[src/rtl/wavp_pkg.sv]
// Shared types, tags, phase and status codes for the WAV header parser.
package wavp_pkg;

  localparam int OFFSET_BITS_DEFAULT = 32;

  localparam logic [31:0] TAG_RIFF = 32'h5249_4646;
  localparam logic [31:0] TAG_WAVE = 32'h5741_5645;
  localparam logic [31:0] TAG_FMT  = 32'h666D_7420;
  localparam logic [31:0] TAG_DATA = 32'h6461_7461;

  localparam logic [31:0] FMT_FIELD_BYTES = 32'd14;

  localparam logic [2:0] PH_SEEK_RIFF  = 3'd0;
  localparam logic [2:0] PH_FORM       = 3'd1;
  localparam logic [2:0] PH_SEEK_FMT   = 3'd2;
  localparam logic [2:0] PH_FMT_FIELDS = 3'd3;
  localparam logic [2:0] PH_SEEK_DATA  = 3'd4;

  localparam logic [2:0] ST_OK           = 3'd0;
  localparam logic [2:0] ST_NO_RIFF      = 3'd1;
  localparam logic [2:0] ST_NO_FMT       = 3'd2;
  localparam logic [2:0] ST_NOT_PCM      = 3'd3;
  localparam logic [2:0] ST_BAD_SIZE     = 3'd4;
  localparam logic [2:0] ST_NO_DATA      = 3'd5;
  localparam logic [2:0] ST_ZERO_SAMPLES = 3'd6;

  typedef struct packed {
    logic [7:0] data_byte;
    logic       last_byte;
  } byte_item_t;

  typedef struct packed {
    logic       valid;
    byte_item_t item;
  } stage_t;

  typedef struct packed {
    logic [2:0]  status;
    logic [15:0] channels;
    logic [31:0] rate_hz;
    logic [15:0] block_align;
    logic [30:0] sample_count;
    logic [31:0] data_offset;
  } result_t;

  typedef struct packed {
    logic    valid;
    result_t res;
  } push_t;

endpackage

[src/rtl/wavp_byte_if.sv]
// Byte channel: one file byte per item with an end-of-file mark.
interface wavp_byte_if;
  logic       valid;
  logic       ready;
  logic [7:0] data_byte;
  logic       last_byte;

  modport source (output valid, output data_byte, output last_byte, input ready);
  modport sink (input valid, input data_byte, input last_byte, output ready);
endinterface

[src/rtl/wavp_result_if.sv]
// Result channel: one parsed header summary or error status per item.
interface wavp_result_if;
  logic        valid;
  logic        ready;
  logic [2:0]  status;
  logic [15:0] channels;
  logic [31:0] rate_hz;
  logic [15:0] block_align;
  logic [30:0] sample_count;
  logic [31:0] data_offset;

  modport source (output valid, output status, output channels, output rate_hz,
                  output block_align, output sample_count, output data_offset,
                  input ready);
  modport sink (input valid, input status, input channels, input rate_hz,
                input block_align, input sample_count, input data_offset,
                output ready);
endinterface

[src/rtl/wav_header_parser_top.sv]
// Top level of the WAV header parser: input register, parser core, result buffer.
// Throughput: one byte per cycle unless the result buffer is full; the parser core updates all state per byte.
// A result is written into the result buffer when the core takes the byte that causes it.
// Two-entry result buffer: byte intake stops only when both entries are occupied.
// Synchronous reset, and every accepted last byte, return the parser to RIFF search.
module wav_header_parser_top #(
  parameter int OFFSET_BITS = wavp_pkg::OFFSET_BITS_DEFAULT
) (
  input  logic          clk,
  input  logic          rst,
  wavp_byte_if.sink     bytes,
  wavp_result_if.source results
);

  wavp_pkg::stage_t stage;
  wavp_pkg::push_t  push;
  logic             full;
  logic             take;

  assign take = stage.valid && !full;

  wavp_in_stage u_in_stage (
    .clk   (clk),
    .rst   (rst),
    .bytes (bytes),
    .take  (take),
    .stage (stage)
  );

  wavp_core #(
    .OFFSET_BITS (OFFSET_BITS)
  ) u_core (
    .clk   (clk),
    .rst   (rst),
    .stage (stage),
    .take  (take),
    .push  (push)
  );

  wavp_out_buf u_out_buf (
    .clk     (clk),
    .rst     (rst),
    .push    (push),
    .full    (full),
    .results (results)
  );

  a_push_needs_take: assert property (@(posedge clk) disable iff (rst)
    push.valid |-> take)
    else $error("result pushed without a byte taken");

  a_error_fields_zero: assert property (@(posedge clk) disable iff (rst)
    results.valid && results.status != wavp_pkg::ST_OK |->
      results.channels == '0 && results.rate_hz == '0 && results.block_align == '0 &&
      results.sample_count == '0 && results.data_offset == '0)
    else $error("error result carries nonzero fields");

  a_ok_fields_sane: assert property (@(posedge clk) disable iff (rst)
    results.valid && results.status == wavp_pkg::ST_OK |->
      (results.block_align == 16'd1 || results.block_align == 16'd2) &&
      results.sample_count != '0)
    else $error("ok result with bad sample size or zero count");

endmodule

[src/rtl/wavp_in_stage.sv]
// Input register: holds one accepted byte until the parser core takes it.
module wavp_in_stage (
  input  logic             clk,
  input  logic             rst,
  wavp_byte_if.sink        bytes,
  input  logic             take,
  output wavp_pkg::stage_t stage
);

  logic                 valid;
  wavp_pkg::byte_item_t item;

  assign bytes.ready = !valid || take;

  always_ff @(posedge clk) begin
    if (rst) begin
      valid <= 1'b0;
    end else if (bytes.valid && bytes.ready) begin
      valid <= 1'b1;
    end else if (take) begin
      valid <= 1'b0;
    end
  end

  always_ff @(posedge clk) begin
    if (bytes.valid && bytes.ready) begin
      item.data_byte <= bytes.data_byte;
      item.last_byte <= bytes.last_byte;
    end
  end

  assign stage.valid = valid;
  assign stage.item  = item;

endmodule

[src/rtl/wavp_core.sv]
// Parser core: chunk walk, fmt field capture and result formation per byte.
module wavp_core #(
  parameter int OFFSET_BITS = wavp_pkg::OFFSET_BITS_DEFAULT
) (
  input  logic             clk,
  input  logic             rst,
  input  wavp_pkg::stage_t stage,
  input  logic             take,
  output wavp_pkg::push_t  push
);

  logic [2:0]             phase, phase_next;
  logic [3:0]             hbc, hbc_next;
  logic [31:0]            tag, tag_next;
  logic [31:0]            len, len_next;
  logic [31:0]            skip, skip_next;
  logic [OFFSET_BITS-1:0] file_offset, file_offset_next, offset_inc;
  logic [31:0]            accum, accum_next;
  logic [15:0]            channels, channels_next;
  logic [31:0]            rate, rate_next;
  logic [15:0]            size, size_next;
  logic                   done, done_next;

  logic [7:0]  b;
  logic [31:0] want;
  logic [31:0] w_tag, w_len, w_skip, w_pad;
  logic [3:0]  w_hbc;
  logic [2:0]  w_n;
  logic        w_neg, w_hit;
  logic [1:0]  sh;
  logic [31:0] fmt_pad;
  logic [30:0] count;
  logic        emit;
  logic [2:0]  emit_status;

  assign b          = stage.item.data_byte;
  assign offset_inc = file_offset + 1'b1;

  always_comb begin
    priority case (phase)
      wavp_pkg::PH_SEEK_RIFF: want = wavp_pkg::TAG_RIFF;
      wavp_pkg::PH_SEEK_FMT:  want = wavp_pkg::TAG_FMT;
      default:                want = wavp_pkg::TAG_DATA;
    endcase
  end

  // Generic chunk walk over one byte: skip body, else gather tag and length.
  always_comb begin
    w_tag  = tag;
    w_len  = len;
    w_skip = skip;
    w_hbc  = hbc;
    w_neg  = 1'b0;
    w_hit  = 1'b0;
    w_n    = hbc[2:0];
    w_pad  = '0;
    if (skip != '0) begin
      w_skip = skip - 1'b1;
    end else begin
      if (!w_n[2]) begin
        w_tag = {tag[23:0], b};
      end else begin
        unique case (w_n[1:0])
          2'd0: w_len = {24'd0, b};
          2'd1: w_len = {len[31:16], b, len[7:0]};
          2'd2: w_len = {len[31:24], b, len[15:0]};
          2'd3: w_len = {b, len[23:0]};
        endcase
      end
      if (w_n != 3'd7) begin
        w_hbc = {1'b0, w_n + 3'd1};
      end else begin
        w_hbc = '0;
        w_pad = w_len + {31'd0, w_len[0]};
        if (w_len[31]) begin
          w_neg = 1'b1;
        end else if (w_tag == want) begin
          w_hit = 1'b1;
        end else begin
          w_skip = w_pad;
        end
      end
    end
  end

  assign sh      = (hbc >= 4'd4 && hbc < 4'd12) ? hbc[1:0] : {1'b0, hbc[0]};
  assign fmt_pad = len + {31'd0, len[0]};
  assign count   = (size == 16'd2) ? w_len[31:1] : w_len[30:0];

  always_comb begin
    phase_next       = phase;
    hbc_next         = hbc;
    tag_next         = tag;
    len_next         = len;
    skip_next        = skip;
    file_offset_next = offset_inc;
    accum_next       = accum;
    channels_next    = channels;
    rate_next        = rate;
    size_next        = size;
    done_next        = done;
    emit             = 1'b0;
    emit_status      = wavp_pkg::ST_OK;

    if (!done) begin
      unique case (phase)
        wavp_pkg::PH_SEEK_RIFF, wavp_pkg::PH_SEEK_FMT, wavp_pkg::PH_SEEK_DATA: begin
          tag_next  = w_tag;
          len_next  = w_len;
          skip_next = w_skip;
          hbc_next  = w_hbc;
          if (w_neg) begin
            emit = 1'b1;
            if (phase == wavp_pkg::PH_SEEK_RIFF) begin
              emit_status = wavp_pkg::ST_NO_RIFF;
            end else if (phase == wavp_pkg::PH_SEEK_FMT) begin
              emit_status = wavp_pkg::ST_NO_FMT;
            end else begin
              emit_status = wavp_pkg::ST_NO_DATA;
            end
          end else if (w_hit) begin
            if (phase == wavp_pkg::PH_SEEK_RIFF) begin
              phase_next = wavp_pkg::PH_FORM;
            end else if (phase == wavp_pkg::PH_SEEK_FMT) begin
              phase_next = wavp_pkg::PH_FMT_FIELDS;
            end else begin
              emit        = 1'b1;
              emit_status = (count == '0) ? wavp_pkg::ST_ZERO_SAMPLES : wavp_pkg::ST_OK;
            end
          end
        end
        wavp_pkg::PH_FORM: begin
          tag_next = {tag[23:0], b};
          hbc_next = hbc + 4'd1;
          if (hbc == 4'd3) begin
            hbc_next = '0;
            if (tag_next != wavp_pkg::TAG_WAVE) begin
              emit        = 1'b1;
              emit_status = wavp_pkg::ST_NO_RIFF;
            end else begin
              phase_next = wavp_pkg::PH_SEEK_FMT;
              skip_next  = '0;
            end
          end
        end
        wavp_pkg::PH_FMT_FIELDS: begin
          unique case (sh)
            2'd0: accum_next = {24'd0, b};
            2'd1: accum_next = {accum[31:16], b, accum[7:0]};
            2'd2: accum_next = {accum[31:24], b, accum[15:0]};
            2'd3: accum_next = {b, accum[23:0]};
          endcase
          hbc_next = hbc + 4'd1;
          if (hbc == 4'd1 && accum_next[15:0] != 16'd1) begin
            emit        = 1'b1;
            emit_status = wavp_pkg::ST_NOT_PCM;
          end
          if (hbc == 4'd3) channels_next = accum_next[15:0];
          if (hbc == 4'd7) rate_next = accum_next;
          if (hbc == 4'd13) begin
            size_next = accum_next[15:0];
            if (size_next != 16'd1 && size_next != 16'd2) begin
              emit        = 1'b1;
              emit_status = wavp_pkg::ST_BAD_SIZE;
            end else begin
              hbc_next   = '0;
              skip_next  = (fmt_pad > wavp_pkg::FMT_FIELD_BYTES) ?
                           fmt_pad - wavp_pkg::FMT_FIELD_BYTES : '0;
              phase_next = wavp_pkg::PH_SEEK_DATA;
            end
          end
        end
        default: begin
        end
      endcase
    end

    if (stage.item.last_byte) begin
      if (!done && !emit) begin
        emit = 1'b1;
        if (phase_next == wavp_pkg::PH_SEEK_RIFF || phase_next == wavp_pkg::PH_FORM) begin
          emit_status = wavp_pkg::ST_NO_RIFF;
        end else if (phase_next == wavp_pkg::PH_SEEK_DATA) begin
          emit_status = wavp_pkg::ST_NO_DATA;
        end else begin
          emit_status = wavp_pkg::ST_NO_FMT;
        end
      end
      phase_next       = wavp_pkg::PH_SEEK_RIFF;
      hbc_next         = '0;
      skip_next        = '0;
      file_offset_next = '0;
      done_next        = 1'b0;
    end else if (emit) begin
      done_next = 1'b1;
    end
  end

  always_comb begin
    push           = '0;
    push.valid     = take && emit;
    push.res.status = emit_status;
    if (emit_status == wavp_pkg::ST_OK) begin
      push.res.channels     = channels;
      push.res.rate_hz      = rate;
      push.res.block_align  = size;
      push.res.sample_count = count;
      push.res.data_offset  = 32'(offset_inc);
    end
  end

  always_ff @(posedge clk) begin
    if (rst) begin
      phase       <= wavp_pkg::PH_SEEK_RIFF;
      hbc         <= '0;
      skip        <= '0;
      file_offset <= '0;
      done        <= 1'b0;
    end else if (take) begin
      phase       <= phase_next;
      hbc         <= hbc_next;
      skip        <= skip_next;
      file_offset <= file_offset_next;
      done        <= done_next;
    end
  end

  always_ff @(posedge clk) begin
    if (take) begin
      tag      <= tag_next;
      len      <= len_next;
      accum    <= accum_next;
      channels <= channels_next;
      rate     <= rate_next;
      size     <= size_next;
    end
  end

endmodule

[src/rtl/wavp_out_buf.sv]
// Result register with a skid entry, so the core waits on the sink only while the skid entry is occupied.
module wavp_out_buf (
  input  logic            clk,
  input  logic            rst,
  input  wavp_pkg::push_t push,
  output logic            full,
  wavp_result_if.source   results
);

  logic              main_valid;
  logic              skid_valid;
  wavp_pkg::result_t main_res;
  wavp_pkg::result_t skid_res;
  logic              pop;

  assign pop  = main_valid && results.ready;
  assign full = skid_valid;

  always_ff @(posedge clk) begin
    if (rst) begin
      main_valid <= 1'b0;
      skid_valid <= 1'b0;
    end else if (skid_valid) begin
      if (pop) begin
        skid_valid <= 1'b0;
      end
    end else if (push.valid) begin
      if (!main_valid || pop) begin
        main_valid <= 1'b1;
      end else begin
        skid_valid <= 1'b1;
      end
    end else if (pop) begin
      main_valid <= 1'b0;
    end
  end

  always_ff @(posedge clk) begin
    if (skid_valid) begin
      if (pop) begin
        main_res <= skid_res;
      end
    end else if (push.valid) begin
      if (!main_valid || pop) begin
        main_res <= push.res;
      end else begin
        skid_res <= push.res;
      end
    end
  end

  assign results.valid        = main_valid;
  assign results.status       = main_res.status;
  assign results.channels     = main_res.channels;
  assign results.rate_hz      = main_res.rate_hz;
  assign results.block_align  = main_res.block_align;
  assign results.sample_count = main_res.sample_count;
  assign results.data_offset  = main_res.data_offset;

endmodule

[src/flat_wrapper.sv]
// flat-port wrapper written by rule: the top's interface ports become plain ports
module wav_header_parser_top_flat 
#(
  parameter int OFFSET_BITS = wavp_pkg::OFFSET_BITS_DEFAULT
)
  (clk, rst, bytes_valid, bytes_data_byte, bytes_last_byte, bytes_ready, results_valid, results_status, results_channels, results_rate_hz, results_block_align, results_sample_count, results_data_offset, results_ready);
  wavp_byte_if bytes_i ();
  wavp_result_if results_i ();
  input  logic clk;
  input  logic rst;
  input wire logic [$bits(bytes_i.valid)-1:0] bytes_valid;
  input wire logic [$bits(bytes_i.data_byte)-1:0] bytes_data_byte;
  input wire logic [$bits(bytes_i.last_byte)-1:0] bytes_last_byte;
  output wire logic [$bits(bytes_i.ready)-1:0] bytes_ready;
  output wire logic [$bits(results_i.valid)-1:0] results_valid;
  output wire logic [$bits(results_i.status)-1:0] results_status;
  output wire logic [$bits(results_i.channels)-1:0] results_channels;
  output wire logic [$bits(results_i.rate_hz)-1:0] results_rate_hz;
  output wire logic [$bits(results_i.block_align)-1:0] results_block_align;
  output wire logic [$bits(results_i.sample_count)-1:0] results_sample_count;
  output wire logic [$bits(results_i.data_offset)-1:0] results_data_offset;
  input wire logic [$bits(results_i.ready)-1:0] results_ready;
  assign bytes_i.valid = bytes_valid;
  assign bytes_i.data_byte = bytes_data_byte;
  assign bytes_i.last_byte = bytes_last_byte;
  assign bytes_ready = bytes_i.ready;
  assign results_valid = results_i.valid;
  assign results_status = results_i.status;
  assign results_channels = results_i.channels;
  assign results_rate_hz = results_i.rate_hz;
  assign results_block_align = results_i.block_align;
  assign results_sample_count = results_i.sample_count;
  assign results_data_offset = results_i.data_offset;
  assign results_i.ready = results_ready;
  wav_header_parser_top #(.OFFSET_BITS(OFFSET_BITS)) u_core (.clk(clk), .rst(rst), .bytes(bytes_i), .results(results_i));
endmodule
[config.mk]
export PLATFORM = sky130hd
export DESIGN_NAME = wav_header_parser_top_flat
export DESIGN_NICKNAME = d
export VERILOG_FILES = /design/src/rtl/wavp_pkg.sv /design/src/rtl/wavp_byte_if.sv /design/src/rtl/wavp_result_if.sv /design/src/rtl/wav_header_parser_top.sv /design/src/rtl/wavp_in_stage.sv /design/src/rtl/wavp_core.sv /design/src/rtl/wavp_out_buf.sv /design/src/flat_wrapper.sv
export SDC_FILE = /design/constraint.sdc
export NUM_CORES = 1
export LEC_CHECK = 0
export ABC_CLOCK_PERIOD_IN_PS = 14300
export BUFFER_PORTS_ARGS = -buffer_cell sky130_fd_sc_hd__buf_2
export CAP_MARGIN = 20
export CORE_UTILIZATION = 25
export CTS_BUF_LIST = sky130_fd_sc_hd__clkbuf_8
export DETAILED_ROUTE_END_ITERATION = 8
export GPL_TIMING_DRIVEN = 0
export SLEW_MARGIN = 40
export SYNTH_ARGS = -nofsm -noshare
export SYNTH_HDL_FRONTEND = slang
export SYNTH_SLANG_ARGS = --single-unit
[constraint.sdc]
create_clock -name clk -period 14.3 [get_ports clk]
set_input_delay 2.86 -clock clk [delete_from_list [all_inputs] [get_ports clk]]
set_output_delay 2.86 -clock clk [all_outputs]
set_load 0.03 [all_outputs]
==> results.cfg <==
[outcome]
status = completed

[power]
power.switching_mw = 3.381
p_int_mw = 3.710
p_leak_nw = 10.62
p_sw_share_pct = 47.68
powerDensity_nw_per_um2 = 231.5
p_seq_share_pct = 28.8
clockPowerShare_pct = 18.5
comb_power_share_pct = 52.7
ir_worst_vdd_v = 0.0002189

[clock_tree]
htree_levels = 3
root_buffer = clkbuf_8
cts_buffer_depth = 3
cts.repair.resized = 0
ctsHoldBuffers = 0
postCtsSetupBuffers = 0
cts.sinks = 504
clock_latency_ps = 720
numCtsBuffers = 83
tritoncts = built
clkTransAtPathRegs_ps = 70

[synth]
syn_inst = 2542
synth-compound-area-share_pct = 14.08
yosys_warnings = 0
synth_cell_type_count = 81
synth-edff-count = 429
synth-seq-area-share_pct = 55.26
synth_top_family_by_area = simple AND/OR/NAND/NOR gates
syn_nets = 2569
synth_fa_ha_area_share_pct = 0.7114
muxShareOfSynthArea_pct = 3.206
synth_xor_area_share_pct = 3.970
synth.cell_area_sq_um = 26030
postSynthAreaPerCell_sq_um = 10.24
yosys.area_share.simple_pct = 18.15
synthArstFlopShare_pct = 0
ys.flop_type = edfxtp_1
synth_seq_cells = 504

[worst_setup_path]
slowest_stage = a221oi_2
cpLargestDelayFamily = buffers and inverters
critPathRequiredTime_ps = 14670
max_stage_delay_ps = 750
r2r_cells = 27
cp_num_buf_inv = 18
worstSetupEndpointType = register
critPathMaxFanout = 11
r2r_start = u_core.u_core.hbc[0]
path_class = register to register
worstSetupPathDepth = 27
crit_start = u_core.u_core.hbc[0]
cp.arrival_ps = 8930
critPathLaunchType = register

[route]
wl_um = 86270
drcViolationCount = 0
avgViaCountPerCell = 5.086
routedWlPerCell_um = 20.28
ant_nets = 0
dr.first_iter.drc_count = 2390
vias = 21630
drtPass1Iterations = 5

[sta]
fin_skew_ps = 53.93
fmax_mhz = 116.9
period_share_pct = 59.82
worst_pin_slew_ps = 985.0
maxSlewViolCount = 0
hold_viol = 0
setup_violations = 0
rsz0062_at_grt = false
period_minus_slack_ps = 8555
slew-limit-headroom_pct = 34.33

[hold_path]
hold_path.class = register to register
hold_path_startpoint = u_core.u_core.skip[19]
hold_depth = 2

[placement]
gp_congestion = 0.9860
dp_hpwl_um = 63620
placed_cells = 4098
placed_cell_area_sq_um = 28910
port_buffers = 144

[floorplan]
core-area_sq_um = 102500
die-width_um = 324.7
die-area_sq_um = 105400
initial_core_util_pct = 25.40
rows = 117
io_pins = 145
die_y_um = 324.7

[cells_and_area]
fin_cells = 4253
area_delta_synth_final_pct = 17.64
nFillCells = 10690
layout.nets = 2845
drive_above_1_share_pct = 15.12
fin_area_sq_um = 30620

[global_route]
grt-ovfl-total = 0
grt_max_degree = 34
grt_pass1_wl_um = 128200
grt_pass1_vias = 20350
track_usage_pct = 15.76
antenna_found_initial = 3

[flow_run]
max_cap_viol_count = 0
[synth_stat cells (58+ instances only)]
| master | count | share of area, % |
|---|---|---|
| nor2_1 | 297 | 4.3 |
| dfxtp_1 | 75 | 5.8 |
| xnor2_1 | 74 | 2.5 |
| edfxtp_1 | 429 | 49 |
| nor3_1 | 58 | 1.1 |
| o31ai_1 | 131 | 3.8 |
| inv_1 | 86 | 1.2 |
| a21oi_1 | 121 | 2.3 |
| o21ai_0 | 121 | 2.3 |
| clkbuf_1 | 144 | 2.1 |
| nand2_1 | 299 | 4.3 |
| nand3_1 | 68 | 1.3 |
[state kept, by name, summed over array words and instances (netlist names), 3 cells and up]
signal / flops
u_core.u_out_buf.results.rate_hz: 32
u_core.u_in_stage.stage: 9
u_core.u_out_buf.results.data_offset: 32
u_core.u_core.file_offset: 32
u_core.u_out_buf.results.channels: 16
u_core.u_core.phase: 3
u_core.u_core.tag: 32
u_core.u_out_buf.skid_res: 130
u_core.u_core.len: 32
u_core.u_out_buf.results.block_align: 16
u_core.u_out_buf.results.sample_count: 31
u_core.u_core.rate: 32
u_core.u_core.size: 16
u_core.u_out_buf.results.status: 3
u_core.u_core.channels: 16
u_core.u_core.skip: 32
u_core.u_core.accum: 32
u_core.u_core.hbc: 4
[logic make-up (layout without fill, tap and decap cells)]
kind of cell               Yosys count  after routing
DFF                                504            504
xor gates and xnor gates           118            118
buffers and inverters              279            621
other                                0              1
muxes                               78             78
and+or+nand+nor                    988            988
adders and majority gates           15             15
AOI/OAI and AO/OA                  560            560
[worst paths after layout]
| path | to | slack, ps |
|---|---|---|
| worst max-delay path | u_core.u_out_buf.skid_res[49] | 5750 |
| worst min-delay path | u_core.u_core.skip[19] | 480 |
| worst max register to register | u_core.u_out_buf.skid_res[49] | 5750 |
| worst min register to register | u_core.u_core.skip[19] | 480 |
[worst min-delay path: stages (launching register included)]
cell,delay [ps]
dfxtp_1,320
nand2_1,60
a21oi_1,50
[per-layer routing]
layer	track usage [%]	vias up	part of all wire, %
li1	-	9919	-
met1	19.96	10510	42
met2	25.63	997	46
met3	2.894	200	7.4
met4	7.957	2	4.7
met5	0	-	0.015
[cells in the final DEF, fill, tap and decap left out, drive strengths merged, types with 11 or more instances in the layout]
cell type    n
a211oi      13
a21oi      121
a22oi       38
a31o        11
a31oi       20
and2        20
and3        30
and4        12
buf        236
clkbuf     235
clkinv      39
dfxtp       75
edfxtp     429
ha          14
inv        102
mux2        43
mux2i       35
nand2      299
nand2b      17
nand3       68
nand4       35
nor2       297
nor2b       23
nor3        59
nor4        41
nor4b       12
o211ai      11
o21ai      123
o22ai       12
o31ai      131
or3         17
xnor2       74
xor2        44
[power groups by stage]
stage / Clock [mW] / Sequential [mW] / Combinational, mW
floorplan: 0 / 2.07 / 2.31
global placement: 0 / 2.08 / 3.56
detailed placement: 0 / 2.07 / 3.59
CTS: 1.34 / 2.04 / 3.61
global route: 1.40 / 2.06 / 3.95
finish: 1.31 / 2.04 / 3.73
[through the flow]
step | setup WS, ps | power, mW | hold WS [ps] | utilization [%] | TNS (ps)
2_1_floorplan | 927.2 | 4.377 | 457.4 | - | 0
3_3_place_gp | -5666 | 5.643 | 473.9 | 27.78 | -876500
3_5_place_dp | 5905 | 5.653 | 480.0 | 28.21 | 0
4_1_cts | 5842 | 6.992 | 485.2 | 29.86 | 0
5_1_grt | 5335 | 7.408 | 506.4 | 29.88 | 0
6_report | 5745 | 7.090 | 482.1 | 29.88 | 0
[area by class of cell]
class	count	area, sq um	share of cell area [%]
Antenna cell	1	2.502	0.008172
Clock inverter	63	480.5	1.569
Multi-Input combinational cell	1759	10540	34.42
Timing Repair Buffer	191	1086	3.547
Clock buffer	88	1211	3.955
Tap cell	1368	1712	5.590
Sequential cell	504	14380	46.97
Inverter	87	326.6	1.066
Buffer	192	879.6	2.872
(Power assumes the default switching activity.)
